$ cat src/design/slwg_pkg.sv
// ----------------------------------------------------------------------------
// slwg_pkg - shared definitions for the stepped line window generator
// Field widths, the default window step and the divider handshake type.
// ----------------------------------------------------------------------------
package slwg_pkg;

  // Coordinate and colour widths
  localparam int unsigned CoordW = 8;
  localparam int unsigned ColorW = 16;

  // Numerator of the row offset: offset times row span
  localparam int unsigned NumerW = 2 * CoordW;

  // Default spacing of windows along the stepping axis
  localparam int unsigned StepDef = 5;

  // Divider status seen by the sequencer
  typedef struct packed {
    logic                busy;
    logic                done;
    logic [CoordW-1:0]   quot;
  } div_status_t;

endpackage

$ cat src/design/stepped_line_window_generator_unit.sv
// ----------------------------------------------------------------------------
// stepped_line_window_generator_unit - line to display window sequencer
// Turns one line command into a run of windows spaced STEP along the line.
// ----------------------------------------------------------------------------
// Usage:
//   A line command is taken at a rising edge with start high and busy
//   low. busy stays high until the last window of the line is issued.
//   Each window appears for one cycle with valid_o high; last_window_o marks
//   the final one. The receiver cannot stall, so every window is a transfer.
// Window sequence:
//   A sloped line forms the product offset * row span in S_START and starts
//   the divider, which runs eight steps; the window is registered in S_WAIT
//   once the quotient is ready, and the next window starts only after that.
//   valid_o follows in the next cycle, overlapped with the next window.
//   Vertical lines and single points issue one window per cycle. A line
//   has at most 51 windows with the default step of 5 (64 at a step of 4).
// Reset:
//   Asynchronous, active low. Clears the sequencer and the result strobe;
//   the block is idle and ready afterwards.
// ----------------------------------------------------------------------------
module stepped_line_window_generator_unit #(
  parameter int unsigned STEP = slwg_pkg::StepDef
) (
  input  logic                           clk_i,
  input  logic                           rst_ni,
  input  logic                           start,
  output logic                           busy,
  input  logic [slwg_pkg::CoordW-1:0]    start_x_i,
  input  logic [slwg_pkg::CoordW-1:0]    start_y_i,
  input  logic [slwg_pkg::CoordW-1:0]    end_x_i,
  input  logic [slwg_pkg::CoordW-1:0]    end_y_i,
  input  logic [slwg_pkg::ColorW-1:0]    line_color_i,
  output logic                           valid_o,
  output logic [slwg_pkg::CoordW-1:0]    win_left_o,
  output logic [slwg_pkg::CoordW-1:0]    win_top_o,
  output logic [slwg_pkg::CoordW-1:0]    win_right_o,
  output logic [slwg_pkg::CoordW-1:0]    win_bottom_o,
  output logic [slwg_pkg::ColorW-1:0]    pixel_color_o,
  output logic                           last_window_o
);

  localparam int unsigned W = slwg_pkg::CoordW;

  typedef enum logic [1:0] {
    S_IDLE,
    S_START,
    S_WAIT
  } state_e;

  state_e                        state_q;
  logic [W-1:0]                  x0_q, y0_q;
  logic [slwg_pkg::ColorW-1:0]   color_q;
  logic [W-1:0]                  dx_abs_q, dy_abs_q, span_q;
  logic                          dx_neg_q, dy_neg_q, vert_q, point_q;
  logic [W-1:0]                  off_q;
  logic                          valid_q;

  logic [W:0]                    dx_in, dy_in;
  logic [W-1:0]                  dx_abs_in, dy_abs_in;
  logic                          accept;
  logic                          div_start;
  logic [slwg_pkg::NumerW-1:0]   numer;
  slwg_pkg::div_status_t         div_st;
  logic                          emit;
  logic [W-1:0]                  oy_mag;
  logic [W-1:0]                  left, top, right, bottom;
  logic                          last;
  logic [W:0]                    next_off;

  // Command transfer and signed spans
  assign accept    = start && (state_q == S_IDLE);
  assign dx_in     = {1'b0, end_x_i} - {1'b0, start_x_i};
  assign dy_in     = {1'b0, end_y_i} - {1'b0, start_y_i};
  assign dx_abs_in = dx_in[W] ? W'(-dx_in) : dx_in[W-1:0];
  assign dy_abs_in = dy_in[W] ? W'(-dy_in) : dy_in[W-1:0];

  // Row offset numerator feeds the divider straight from the multiplier
  assign numer     = off_q * dy_abs_q;
  assign div_start = (state_q == S_START) && !vert_q && !point_q;

  slwg_div u_div (
    .clk_i    (clk_i),
    .rst_ni   (rst_ni),
    .start_i  (div_start),
    .numer_i  (numer),
    .denom_i  (dx_abs_q),
    .status_o (div_st)
  );

  // Window corners for the current offset
  always_comb begin
    emit     = ((state_q == S_START) && (vert_q || point_q)) ||
               ((state_q == S_WAIT) && div_st.done);
    oy_mag   = vert_q ? off_q : div_st.quot;
    next_off = {1'b0, off_q} + (W + 1)'(STEP);
    last     = point_q || (next_off >= {1'b0, span_q});
    if (vert_q || point_q) begin
      left = x0_q;
    end else begin
      left = dx_neg_q ? x0_q - off_q : x0_q + off_q;
    end
    if (point_q) begin
      top    = y0_q;
      right  = x0_q;
      bottom = y0_q;
    end else begin
      top    = dy_neg_q ? y0_q - oy_mag : y0_q + oy_mag;
      right  = left + W'(STEP);
      bottom = top + W'(STEP);
    end
  end

  // Sequencer and result strobe
  always_ff @(posedge clk_i or negedge rst_ni) begin
    if (!rst_ni) begin
      state_q <= S_IDLE;
      valid_q <= 1'b0;
    end else begin
      valid_q <= emit;
      case (state_q)
        S_IDLE: begin
          if (accept) state_q <= S_START;
        end
        S_START: begin
          if (emit) begin
            if (last) state_q <= S_IDLE;
          end else begin
            state_q <= S_WAIT;
          end
        end
        S_WAIT: begin
          if (emit) state_q <= last ? S_IDLE : S_START;
        end
        default: state_q <= S_IDLE;
      endcase
    end
  end

  // Command capture, offset advance and result fields
  always_ff @(posedge clk_i) begin
    if (accept) begin
      x0_q     <= start_x_i;
      y0_q     <= start_y_i;
      color_q  <= line_color_i;
      dx_abs_q <= dx_abs_in;
      dy_abs_q <= dy_abs_in;
      dx_neg_q <= dx_in[W];
      dy_neg_q <= dy_in[W];
      vert_q   <= (dx_abs_in == '0) && (dy_abs_in != '0);
      point_q  <= (dx_abs_in == '0) && (dy_abs_in == '0);
      span_q   <= (dx_abs_in != '0) ? dx_abs_in : dy_abs_in;
      off_q    <= '0;
    end else if (emit) begin
      off_q <= next_off[W-1:0];
    end
    if (emit) begin
      win_left_o    <= left;
      win_top_o     <= top;
      win_right_o   <= right;
      win_bottom_o  <= bottom;
      pixel_color_o <= color_q;
      last_window_o <= last;
    end
  end

  assign busy    = (state_q != S_IDLE);
  assign valid_o = valid_q;

`ifndef ASSERT_OFF
  // A window that is not the last one leaves the block busy
  a_more_busy: assert property (@(posedge clk_i) disable iff (!rst_ni)
    valid_o && !last_window_o |-> busy)
    else $error("block idle before last window");

  // The last window is never followed at once by another
  a_last_gap: assert property (@(posedge clk_i) disable iff (!rst_ni)
    valid_o && last_window_o |=> !valid_o)
    else $error("window issued right after last window");

  // A taken command makes the block busy
  a_accept_busy: assert property (@(posedge clk_i) disable iff (!rst_ni)
    accept |=> busy)
    else $error("command taken without going busy");

  // The divider only runs for sloped lines while waiting on it
  a_div_owner: assert property (@(posedge clk_i) disable iff (!rst_ni)
    div_st.busy |-> (state_q == S_WAIT) && !vert_q && !point_q)
    else $error("divider running outside its wait state");
`endif

endmodule

$ cat src/design/slwg_div.sv
// ----------------------------------------------------------------------------
// slwg_div - iterative restoring divider
// Divides a 16-bit numerator by an 8-bit divisor, one quotient bit a cycle.
// The quotient is known to fit in 8 bits, so eight steps suffice.
// ----------------------------------------------------------------------------
module slwg_div (
  input  logic                           clk_i,
  input  logic                           rst_ni,
  input  logic                           start_i,
  input  logic [slwg_pkg::NumerW-1:0]    numer_i,
  input  logic [slwg_pkg::CoordW-1:0]    denom_i,
  output slwg_pkg::div_status_t          status_o
);

  localparam int unsigned W    = slwg_pkg::CoordW;
  localparam int unsigned CntW = $clog2(W + 1);

  logic [W-1:0]    rem_q, rem_d;
  logic [W-1:0]    quo_q, quo_d;
  logic [W-1:0]    den_q;
  logic [CntW-1:0] cnt_q;
  logic            busy_q, done_q;
  logic [W:0]      trial;
  logic            ge;

  // Trial subtract: shift the next numerator bit into the remainder
  always_comb begin
    trial = {rem_q, quo_q[W-1]};
    ge    = (trial >= {1'b0, den_q});
    rem_d = ge ? W'(trial - {1'b0, den_q}) : trial[W-1:0];
    quo_d = {quo_q[W-2:0], ge};
  end

  // Load on start, then iterate until the count runs out
  always_ff @(posedge clk_i or negedge rst_ni) begin
    if (!rst_ni) begin
      busy_q <= 1'b0;
      done_q <= 1'b0;
      cnt_q  <= '0;
    end else begin
      done_q <= 1'b0;
      if (start_i) begin
        busy_q <= 1'b1;
        cnt_q  <= CntW'(W);
      end else if (busy_q) begin
        cnt_q <= cnt_q - 1'b1;
        if (cnt_q == CntW'(1)) begin
          busy_q <= 1'b0;
          done_q <= 1'b1;
        end
      end
    end
  end

  // Datapath registers
  always_ff @(posedge clk_i) begin
    if (start_i) begin
      rem_q <= numer_i[2*W-1:W];
      quo_q <= numer_i[W-1:0];
      den_q <= denom_i;
    end else if (busy_q) begin
      rem_q <= rem_d;
      quo_q <= quo_d;
    end
  end

  assign status_o.busy = busy_q;
  assign status_o.done = done_q;
  assign status_o.quot = quo_q;

`ifndef ASSERT_OFF
  // Remainder stays below the divisor while iterating
  a_rem_below_den: assert property (@(posedge clk_i) disable iff (!rst_ni)
    busy_q && !$past(start_i) |-> rem_q < den_q)
    else $error("divider remainder not below divisor");

  // Completion is a single-cycle pulse that ends the run
  a_done_pulse: assert property (@(posedge clk_i) disable iff (!rst_ni)
    done_q |-> !busy_q ##1 !done_q)
    else $error("divider done not a single pulse");

  // A start always leads to a busy run
  a_start_busy: assert property (@(posedge clk_i) disable iff (!rst_ni)
    start_i |=> busy_q)
    else $error("divider did not start");
`endif

endmodule
$ cat config.mk
export PLATFORM = sky130hd
export DESIGN_NAME = stepped_line_window_generator_unit
export DESIGN_NICKNAME = d
export VERILOG_FILES = /design/src/design/slwg_pkg.sv /design/src/design/stepped_line_window_generator_unit.sv /design/src/design/slwg_div.sv
export SDC_FILE = /design/constraint.sdc
export NUM_CORES = 1
export LEC_CHECK = 0
export BUFFER_PORTS_ARGS = -buffer_cell sky130_fd_sc_hd__buf_2
export CAP_MARGIN = 20
export CORE_MARGIN = 2
export CORE_UTILIZATION = 45
export DETAILED_ROUTE_END_ITERATION = 8
export GPL_TIMING_DRIVEN = 1
export PLACE_DENSITY = 0.61
export SYNTH_ARGS = -nofsm -noshare
export SYNTH_HDL_FRONTEND = slang
export SYNTH_SLANG_ARGS = --single-unit
export TNS_END_PERCENT = 5
$ cat constraint.sdc
create_clock -name clk_i -period 12.16 [get_ports clk_i]
set_clock_uncertainty 0.15 [all_clocks]
set_input_delay 1.216 -clock clk_i [delete_from_list [all_inputs] [get_ports clk_i]]
set_output_delay 1.216 -clock clk_i [all_outputs]
set_load 0.01 [all_outputs]
==> Word-level counts from Yosys, hierarchy flattened <==
Index checks and enable logic that the tools add are counted.
{ "totals": {"reg_bits": 150, "inputBits": 51, "output_inout_bits": 51} }
{ "op_classes": {"n_addsub": 13, "n_mul": 1, "n_lt_le_gt_ge": 2, "n_eq_ne": 6, "mux": 29, "reduce_logical": 20} }
{ "op_table": {"columns": ["cell", "n"], "rows": [
  ["$mux 8", 15],
  ["$sub 8x8->8", 3],
  ["$ge 9x8->1", 2],
  ["$sub 8x8->9", 2],
  ["$add 8x3->8 const B", 2],
  ["$add 8x8->8", 2],
  ["$logic_not 8->1", 2],
  ["$mul 8x8->16", 1],
  ["$neg 8->8", 2],
  ["$reduce_bool 8->1", 2],
  ["$add 8x3->9 const B", 1],
  ["$mux 2", 4],
  ["$mux 4", 2],
  ["$logic_and 1x1->1", 7],
  ["$mux 1", 7],
  ["$pmux 2 s3", 1],
  ["$eq 4x1->1 const B", 1],
  ["$ne 2x2->1 const B", 2],
  ["$reduce_bool 2->1", 2],
  ["$sub 4x1->4 const B", 1],
  ["$logic_or 1x1->1", 3],
  ["$ne 3x3->1 const B", 1],
  ["$reduce_and 3->1", 1],
  ["$eq 2x1->1 const B", 1],
  ["3 further kinds", 4]
]} }

==> Depth between registers and ports, before layout <==
Gate-level depths: netlist of the first run.
{ "depth": {"depth_word": 6, "depth_mapped": 19, "mapped_depth_nobuf": 17} }

==> Modules after synthesis <==
Synthesis of the first run repeated with hierarchy kept, for this count alone.
{ "unflattened": {"cells_unflattened": 1000, "hier_area_um2": 10471.3} }
{ "modules_own_cells": {"columns": ["mod", "instances", "cells_each", "area_each_um2", "seq_area_each_um2"], "rows": [
  ["stepped_line_window_generator_unit", 1, 856, 8817.2, 3508.4],
  ["slwg_div", 1, 144, 1654.1, 870.8]
]} }

==> Worst setup path before layout of the first run <==
Ideal clock, no wire load.
{ "synth_timing": {"kind": "reg2reg", "start": "reg off_q[2]", "end": "reg u_div.rem_q[7], data pin", "setup_time_ns": 0.254, "arrival_time_ns": 4.508, "path_slack_ns": 7.248, "stages_incl_launch_ff": 18, "path_buffers": 2, "synth_period_minus_slack_ns": 4.912, "path_cell_list": "dfxtp_1 clkbuf_1 clkbuf_1 and2_1 fa_1 fa_1 fa_1 inv_1 fa_1 inv_1 ha_1 or2_2 a21oi_1 a21oi_1 a41oi_1 a21oi_1 xnor2_1 a21o_1"} }
{ "synth_between": {"elab_chain_cells": 2} }
{ "synth_rtl": {"columns": ["item", "line", "source"], "rows": [
  ["start: declaration", "stepped_line_window_generator_unit.sv:55", "logic [W-1:0] off_q;"],
  ["start signal: assignment", "stepped_line_window_generator_unit.sv:154", "off_q <= next_off[W-1:0];"],
  ["$mul 8x8->16", "stepped_line_window_generator_unit.sv:78", "assign numer = off_q * dy_abs_q;"],
  ["$mux 8", "slwg_div.sv:57", "if (start_i) begin"],
  ["end signal: assignment", "slwg_div.sv:58", "rem_q <= numer_i[2*W-1:W];"],
  ["end signal: assignment", "slwg_div.sv:62", "rem_q <= rem_d;"],
  ["end: declaration", "slwg_div.sv:18", "logic [W-1:0] rem_q, rem_d;"]
]} }
Every way passes these cells.
A chain may end at the register's enable or synchronous reset.

==> Worst setup path in the final report of the first run <==
{ "layout_timing": {"start": "reg off_q[4]", "end": "reg u_div.rem_q[6], data pin"} }
Same word-level chain as after synthesis.

==> impl_metrics.ini, run 1 <==
[critical_path]
r2r_slack_ns = 6.97
crit_buf_inv = 3
crit_type = reg2reg
cpLargestDelayFamily = adder cells
worst_r2r_endpoint = u_div.rem_q[6]
critical_path.most_common_cell = fa_1
start_kind = flop
critical-path-max-stage-delay_ns = 0.75
required_ns = 12.17
crit_arrival_ns = 5.20
cp-startpoint = off_q[4]
crit_chain = nand2_1 > fa_1 > fa_1 > inv_1 > fa_1 > inv_1 > fa_1 > inv_1 > ha_1 > a2111oi_0 > o31ai_1 > o41ai_1 > xnor2_1 > nand2_1 > o21ai_0
reg2regPathDepth = 15
r2r-start = off_q[4]
crit_fanout = 19
crit_slowest_cell = dfxtp_1
cp-end-kind = flop

[detailed_routing]
via_per_inst = 5.22
drtIter0Drc = 386
wl_per_cell_um = 15.6
drc = 0
drtAntennaViolNets = 0
vias = 7225
firstDrtPassIters = 5
wirelength_um = 21600

[place]
dpl_cell_area_um2 = 11200
post-dp-hpwl_um = 16500
gp_congestion = 0.845
port_buffers = 101

[clock_tree]
cts_resized = 0
path_clk_slew_ns = 0.07
clock_sinks = 150
cts_tree = built
insertion_delay_ns = 0.44
htreeDepth = 4
post_cts_buffers = 0
cts_inserted_buffers = 17
cts.path.max_buffers = 2
ctsHoldBuffers = 0
clockRootBuffer = clkbuf_16

[floorplanning]
row_count = 55
die_x_um = 156
die_area_um2 = 24400
core_um2 = 22600
chipHeight_um = 156
boundaryPins = 102
start_util = 0.460

[sta]
rsz0062_at_grt = false
fmax_mhz = 193
finalMaxSlewViolations = 0
min_period_ns = 5.19
setup_tns_ns = 0
tightest_slew_ns = 0.881
finalHoldViolations = 0
fin_crit_sh = 0.427
max_slew_margin = 0.412
setup_viol = 0

[power_and_ir_drop]
p_leak_nw = 5.22
total_power_mw = 2.81
p_per_area_nw_per_um2 = 237
seqPwrFrac = 0.336
p_int_mw = 1.67
switching_share = 0.405
pwr-share-comb = 0.470
ir_drop_mv = 0.0961
power.switching_mw = 1.14
power_frac_clock = 0.193

[worst_hold_path]
hold_end = pixel_color_o[10]
hp-class = reg2reg
worstHoldPathCells = 0
min_from = color_q[10]

[logic_synthesis]
async_flop_share = 0.0600
synth_flop_cell = edfxtp_1
ys_ff_latch = 150
syn_inst = 991
synth-edff-count = 133
synth.distinct_cells = 64
syn_nets = 1174
syn_area_per_cell_um2 = 10.5
yosysWarnings = 0
syn_area_um2 = 10400
ys_seq_area_frac = 0.421

[grt]
grt_max_degree = 70
antenna_found_initial = 0
grt_pass1_wl_um = 36000
track_usage = 0.190
overflow = 0
grt_pass1_vias = 7143

[final_layout]
final_cell_area_um2 = 11800
area_delta_synth_final_pct = 13.8
antenna_cells = 0
nFillCells = 2051
multi_input_area_um2 = 5490
drive_above_1_share = 0.152
seqCellArea_um2 = 4380
nets = 1269

[status]
run_status = complete, no violations

[job]
cap_violations = 0
==> state kept, by name, indices dropped and copies added (netlist names), 2 cells and up <==
name,cells
state_q,2
pixel_color_o,16
u_div.quo_q,8
y0_q,8
win_top_o,8
color_q,16
u_div.rem_q,8
dx_abs_q,8
off_q,8
win_bottom_o,8
u_div.cnt_q,4
win_left_o,8
u_div.den_q,8
win_right_o,8
x0_q,8
dy_abs_q,8
span_q,8
==> cell type report <==
cell class / count / area share
repair buffers: 105 / 0.0463
flip-flops and latches: 150 / 0.370
inverters: 119 / 0.0377
well taps: 285 / 0.0301
clock buffers: 17 / 0.0359
multi-input cells: 693 / 0.463
clock inverters: 15 / 0.0168
==> logic make-up after synthesis <==
group / count (synthesis) / share of synthesized area
simple gates: 276 / 0.134
compound gates: 184 / 0.114
flops: 150 / 0.421
buf+inv: 148 / 0.0535
fa+ha+maj: 132 / 0.188
xor+xnor: 78 / 0.0664
mux: 23 / 0.0232
==> cells in the mapped netlist, types with 17 or more instances <==
cell type	count	area [um2]
xor2_1	30	263
nor3_1	17	85.1
xnor2_1	47	412
edfxtp_1	133	3990
nor2_1	68	255
nand2_1	66	248
fa_1	41	821
and2_1	53	332
o21ai_0	52	260
a21oi_1	47	235
inv_1	119	447
ha_1	91	1140
clkbuf_1	26	97.6
==> how the worst max path moves through the flow <==
stage | cells past startpoint | to
2_1_floorplan | 17 | u_div.rem_q[7]
3_3_place_gp | 15 | u_div.rem_q[6]
3_5_place_dp | 15 | u_div.rem_q[6]
4_1_cts | 15 | u_div.rem_q[6]
5_1_grt | 15 | u_div.rem_q[6]
6_report | 15 | u_div.rem_q[6]
==> worst register-to-register path, stage by stage (launching register included) <==
cell and delay [ns]:
dfxtp_1 0.75, nand2_1 0.16, fa_1 0.51, fa_1 0.51, inv_1 0.06, fa_1 0.53
inv_1 0.05, fa_1 0.52, inv_1 0.04, ha_1 0.23, a2111oi_0 0.56, o31ai_1 0.24
o41ai_1 0.33, xnor2_1 0.11, nand2_1 0.07, o21ai_0 0.09
==> layout by cell type (no fill, tap or decap), types with 8 or more instances in the layout <==
cell | synthesis | routed
o21ai_0 | 52 | 52
dfrtp_1 | 9 | 9
nor3_1 | 17 | 17
mux2_2 | 9 | 9
nand2_1 | 66 | 66
fa_1 | 41 | 41
nor2_1 | 68 | 67
or3_1 | 9 | 9
nand3_1 | 10 | 10
and2_1 | 53 | 53
mux2i_1 | 14 | 14
a211oi_1 | 8 | 8
xnor2_1 | 47 | 47
o21a_1 | 16 | 16
buf_2 | 1 | 101
xor2_1 | 30 | 30
nor2b_1 | 13 | 13
a21oi_1 | 47 | 47
inv_1 | 119 | 118
ha_1 | 91 | 91
dfxtp_1 | 8 | 8
edfxtp_1 | 133 | 133
clkbuf_16 | 0 | 17
nand2b_1 | 9 | 9
==> routing by layer <==
| metal | share of wire | track usage | wire, um |
|---|---|---|---|
| met1 | 0.47 | 0.253 | 10100 |
| met2 | 0.47 | 0.314 | 10200 |
| met3 | 0.040 | 0.0339 | 870 |
| met4 | 0.019 | 0.0625 | 412 |
| met5 | 0 | 0 | 0 |
==> power by group through the flow <==
| stage | Clock [mW] | Combinational [mW] | Sequential (mW) |
|---|---|---|---|
| finish | 0.542 | 1.32 | 0.944 |
| global route | 0.574 | 1.52 | 0.967 |
| CTS | 0.556 | 1.33 | 0.948 |
| detailed placement | 0 | 1.33 | 0.957 |
| global placement | 0 | 1.31 | 0.954 |
| floorplan | 0 | 1.01 | 0.931 |
==> per-stage QoR <==
stage / setup WS, ns / instances / utilization / hold WS [ns]
2_1_floorplan: 7.25 / 991 / - / 0.250
3_3_place_gp: 7.08 / 1351 / 0.495 / 0.251
3_5_place_dp: 6.92 / 1351 / 0.495 / 0.255
4_1_cts: 6.91 / 1383 / 0.522 / 0.270
5_1_grt: 6.55 / 1384 / 0.523 / 0.280
6_report: 6.97 / 1384 / 0.523 / 0.271
(Power assumes the default switching activity.)
==> run 2, diff against run 1 <==
PLACE_DENSITY = 0.64   (was 0.61)
clock period = 4.7 ns   (was 12.16 ns; I/O delays follow)
==> run 2 against run 1 <==
Effect of this change:
- worst setup slack worse by 6.8 ns
- die area unchanged
- sequential power grew to 2.5 times the previous value
- global-route usage is essentially flat
- via count grew 2.2%
- largest cell class unchanged
==> impl_metrics.ini, run 2 (same netlist as run 1, synthesis figures left out) <==
[clock_tree]
cts_inserted_buffers = 17
insertion_delay_ns = 0.44
htreeDepth = 4
clock_sinks = 150
clockRootBuffer = clkbuf_16
cts_tree = built
cts.path.max_buffers = 2
path_clk_slew_ns = 0.08

[critical_path]
crit_chain = buf_6 > and2_4 > fa_2 > fa_1 > inv_1 > fa_1 > fa_1 > inv_2 > ha_4 > a2111oi_4 > buf_4 > o31ai_4 > o41ai_2 > xnor2_1 > nand2_1 > o21ai_1
required_ns = 4.70
crit_buf_inv = 4
critical_path.most_common_cell = fa_1
crit_slowest_cell = fa_1
start_kind = flop
crit_arrival_ns = 4.57
crit_fanout = 5
critical-path-max-stage-delay_ns = 0.50
crit_type = reg2reg
cpLargestDelayFamily = adder cells
cp-end-kind = flop

[detailed_routing]
vias = 7387
wirelength_um = 22300
via_per_inst = 5.20
firstDrtPassIters = 5
drtAntennaViolNets = 0
wl_per_cell_um = 15.7
drc = 0
drtIter0Drc = 386

[floorplanning]
chipHeight_um = 156
row_count = 55
boundaryPins = 102
start_util = 0.460
die_x_um = 156
core_um2 = 22600
die_area_um2 = 24400

[final_layout]
area_delta_synth_final_pct = 17.9
top_regs = color_q x16, pixel_color_o x16
final_common_cell = edfxtp_1
nFillCells = 2002
final_cell_area_um2 = 12300
nets = 1306
final_cell_mix = 133 x edfxtp_1, 116 x inv_1, 101 x buf_2
antenna_cells = 0
drive_above_1_share = 0.206

[sta]
finalMaxSlewViolations = 0
finalHoldViolations = 0
tightest_slew_ns = 0.862
min_period_ns = 4.57
rsz0062_at_grt = true
fin_crit_sh = 0.972
setup_viol = 0
max_slew_margin = 0.425
fmax_mhz = 219

[power_and_ir_drop]
p_per_area_nw_per_um2 = 610
p_leak_nw = 5.41
total_power_mw = 7.48
ir_drop_mv = 0.280

[status]
run_status = complete, no violations

[grt]
grt_pass1_wl_um = 36000
track_usage = 0.190
grt_pass1_vias = 7305
overflow = 0
antenna_found_initial = 0
grt_max_degree = 53

[place]
post-dp-hpwl_um = 17200
dpl_cell_area_um2 = 11400
gp_congestion = 0.842
port_buffers = 101

[worst_hold_path]
hp-class = in2reg

[job]
cap_violations = 0
run 2: where the power goes:
part	switching, mW	internal (mW)	leakage [nW]
sequential	0.240	2.13	1.43
combinational	2.11	1.63	3.69
clock	0.643	0.718	0.286
total	2.99	4.48	5.41
run 2: area by class of cell:
class	count	area (um2)	area share
Sequential cell	150	4380	0.357
Tap cell	285	357	0.0291
Clock buffer	17	425	0.0347
Multi-Input combinational cell	693	5640	0.460
Timing Repair Buffer	142	843	0.0687
Clock inverter	15	171	0.0140
Inverter	119	447	0.0364
run 2: stage by stage:
| step | setup TNS [ns] | setup WS, ns | cells | util | hold WS, ns |
|---|---|---|---|---|---|
| 6_report | 0 | 0.131 | 1421 | 0.542 | 0.0517 |
| 5_1_grt | -0.0954 | -0.0793 | 1421 | 0.542 | 0.0348 |
| 4_1_cts | -0.0130 | -0.0130 | 1413 | 0.532 | 0.0379 |
| 3_5_place_dp | -0.234 | -0.107 | 1379 | 0.504 | 0.190 |
| 3_3_place_gp | -0.0787 | -0.0499 | 1379 | 0.504 | 0.189 |
| 2_1_floorplan | -0.0353 | -0.0353 | 991 | - | 0.0244 |
run 2: repair_timing:
| item | CTS | global route |
|---|---|---|
| endpoints found under the setup margin | 3 | 5 |
| setup buffers | 1 | 7 |
| hold endpoints to repair | 9 | 0 |
| resized for setup | 2 | 42 |
| pin swaps | 1 | 35 |
| hold buffers | 1 | 0 |
run 2: routing by layer:
layer | track usage | wire length, um
met5 | 0 | 0
met3 | 0.0303 | 995
met1 | 0.251 | 10200
met4 | 0.0594 | 425
met2 | 0.321 | 10700
run 2: worst paths after layout:
kind	startpoint	endpoint	slack [ns]	cells after the start
max	dy_abs_q[2]	u_div.rem_q[6]	0.13	16
min	line_color_i[3]	color_q[3]	0.05	1
max reg2reg	dy_abs_q[2]	u_div.rem_q[6]	0.13	16
min reg2reg	color_q[6]	pixel_color_o[6]	0.26	0
max in group asynchronous	rst_ni	u_div.cnt_q[2]	3.93	2
min in group asynchronous	rst_ni	valid_o	0.27	2
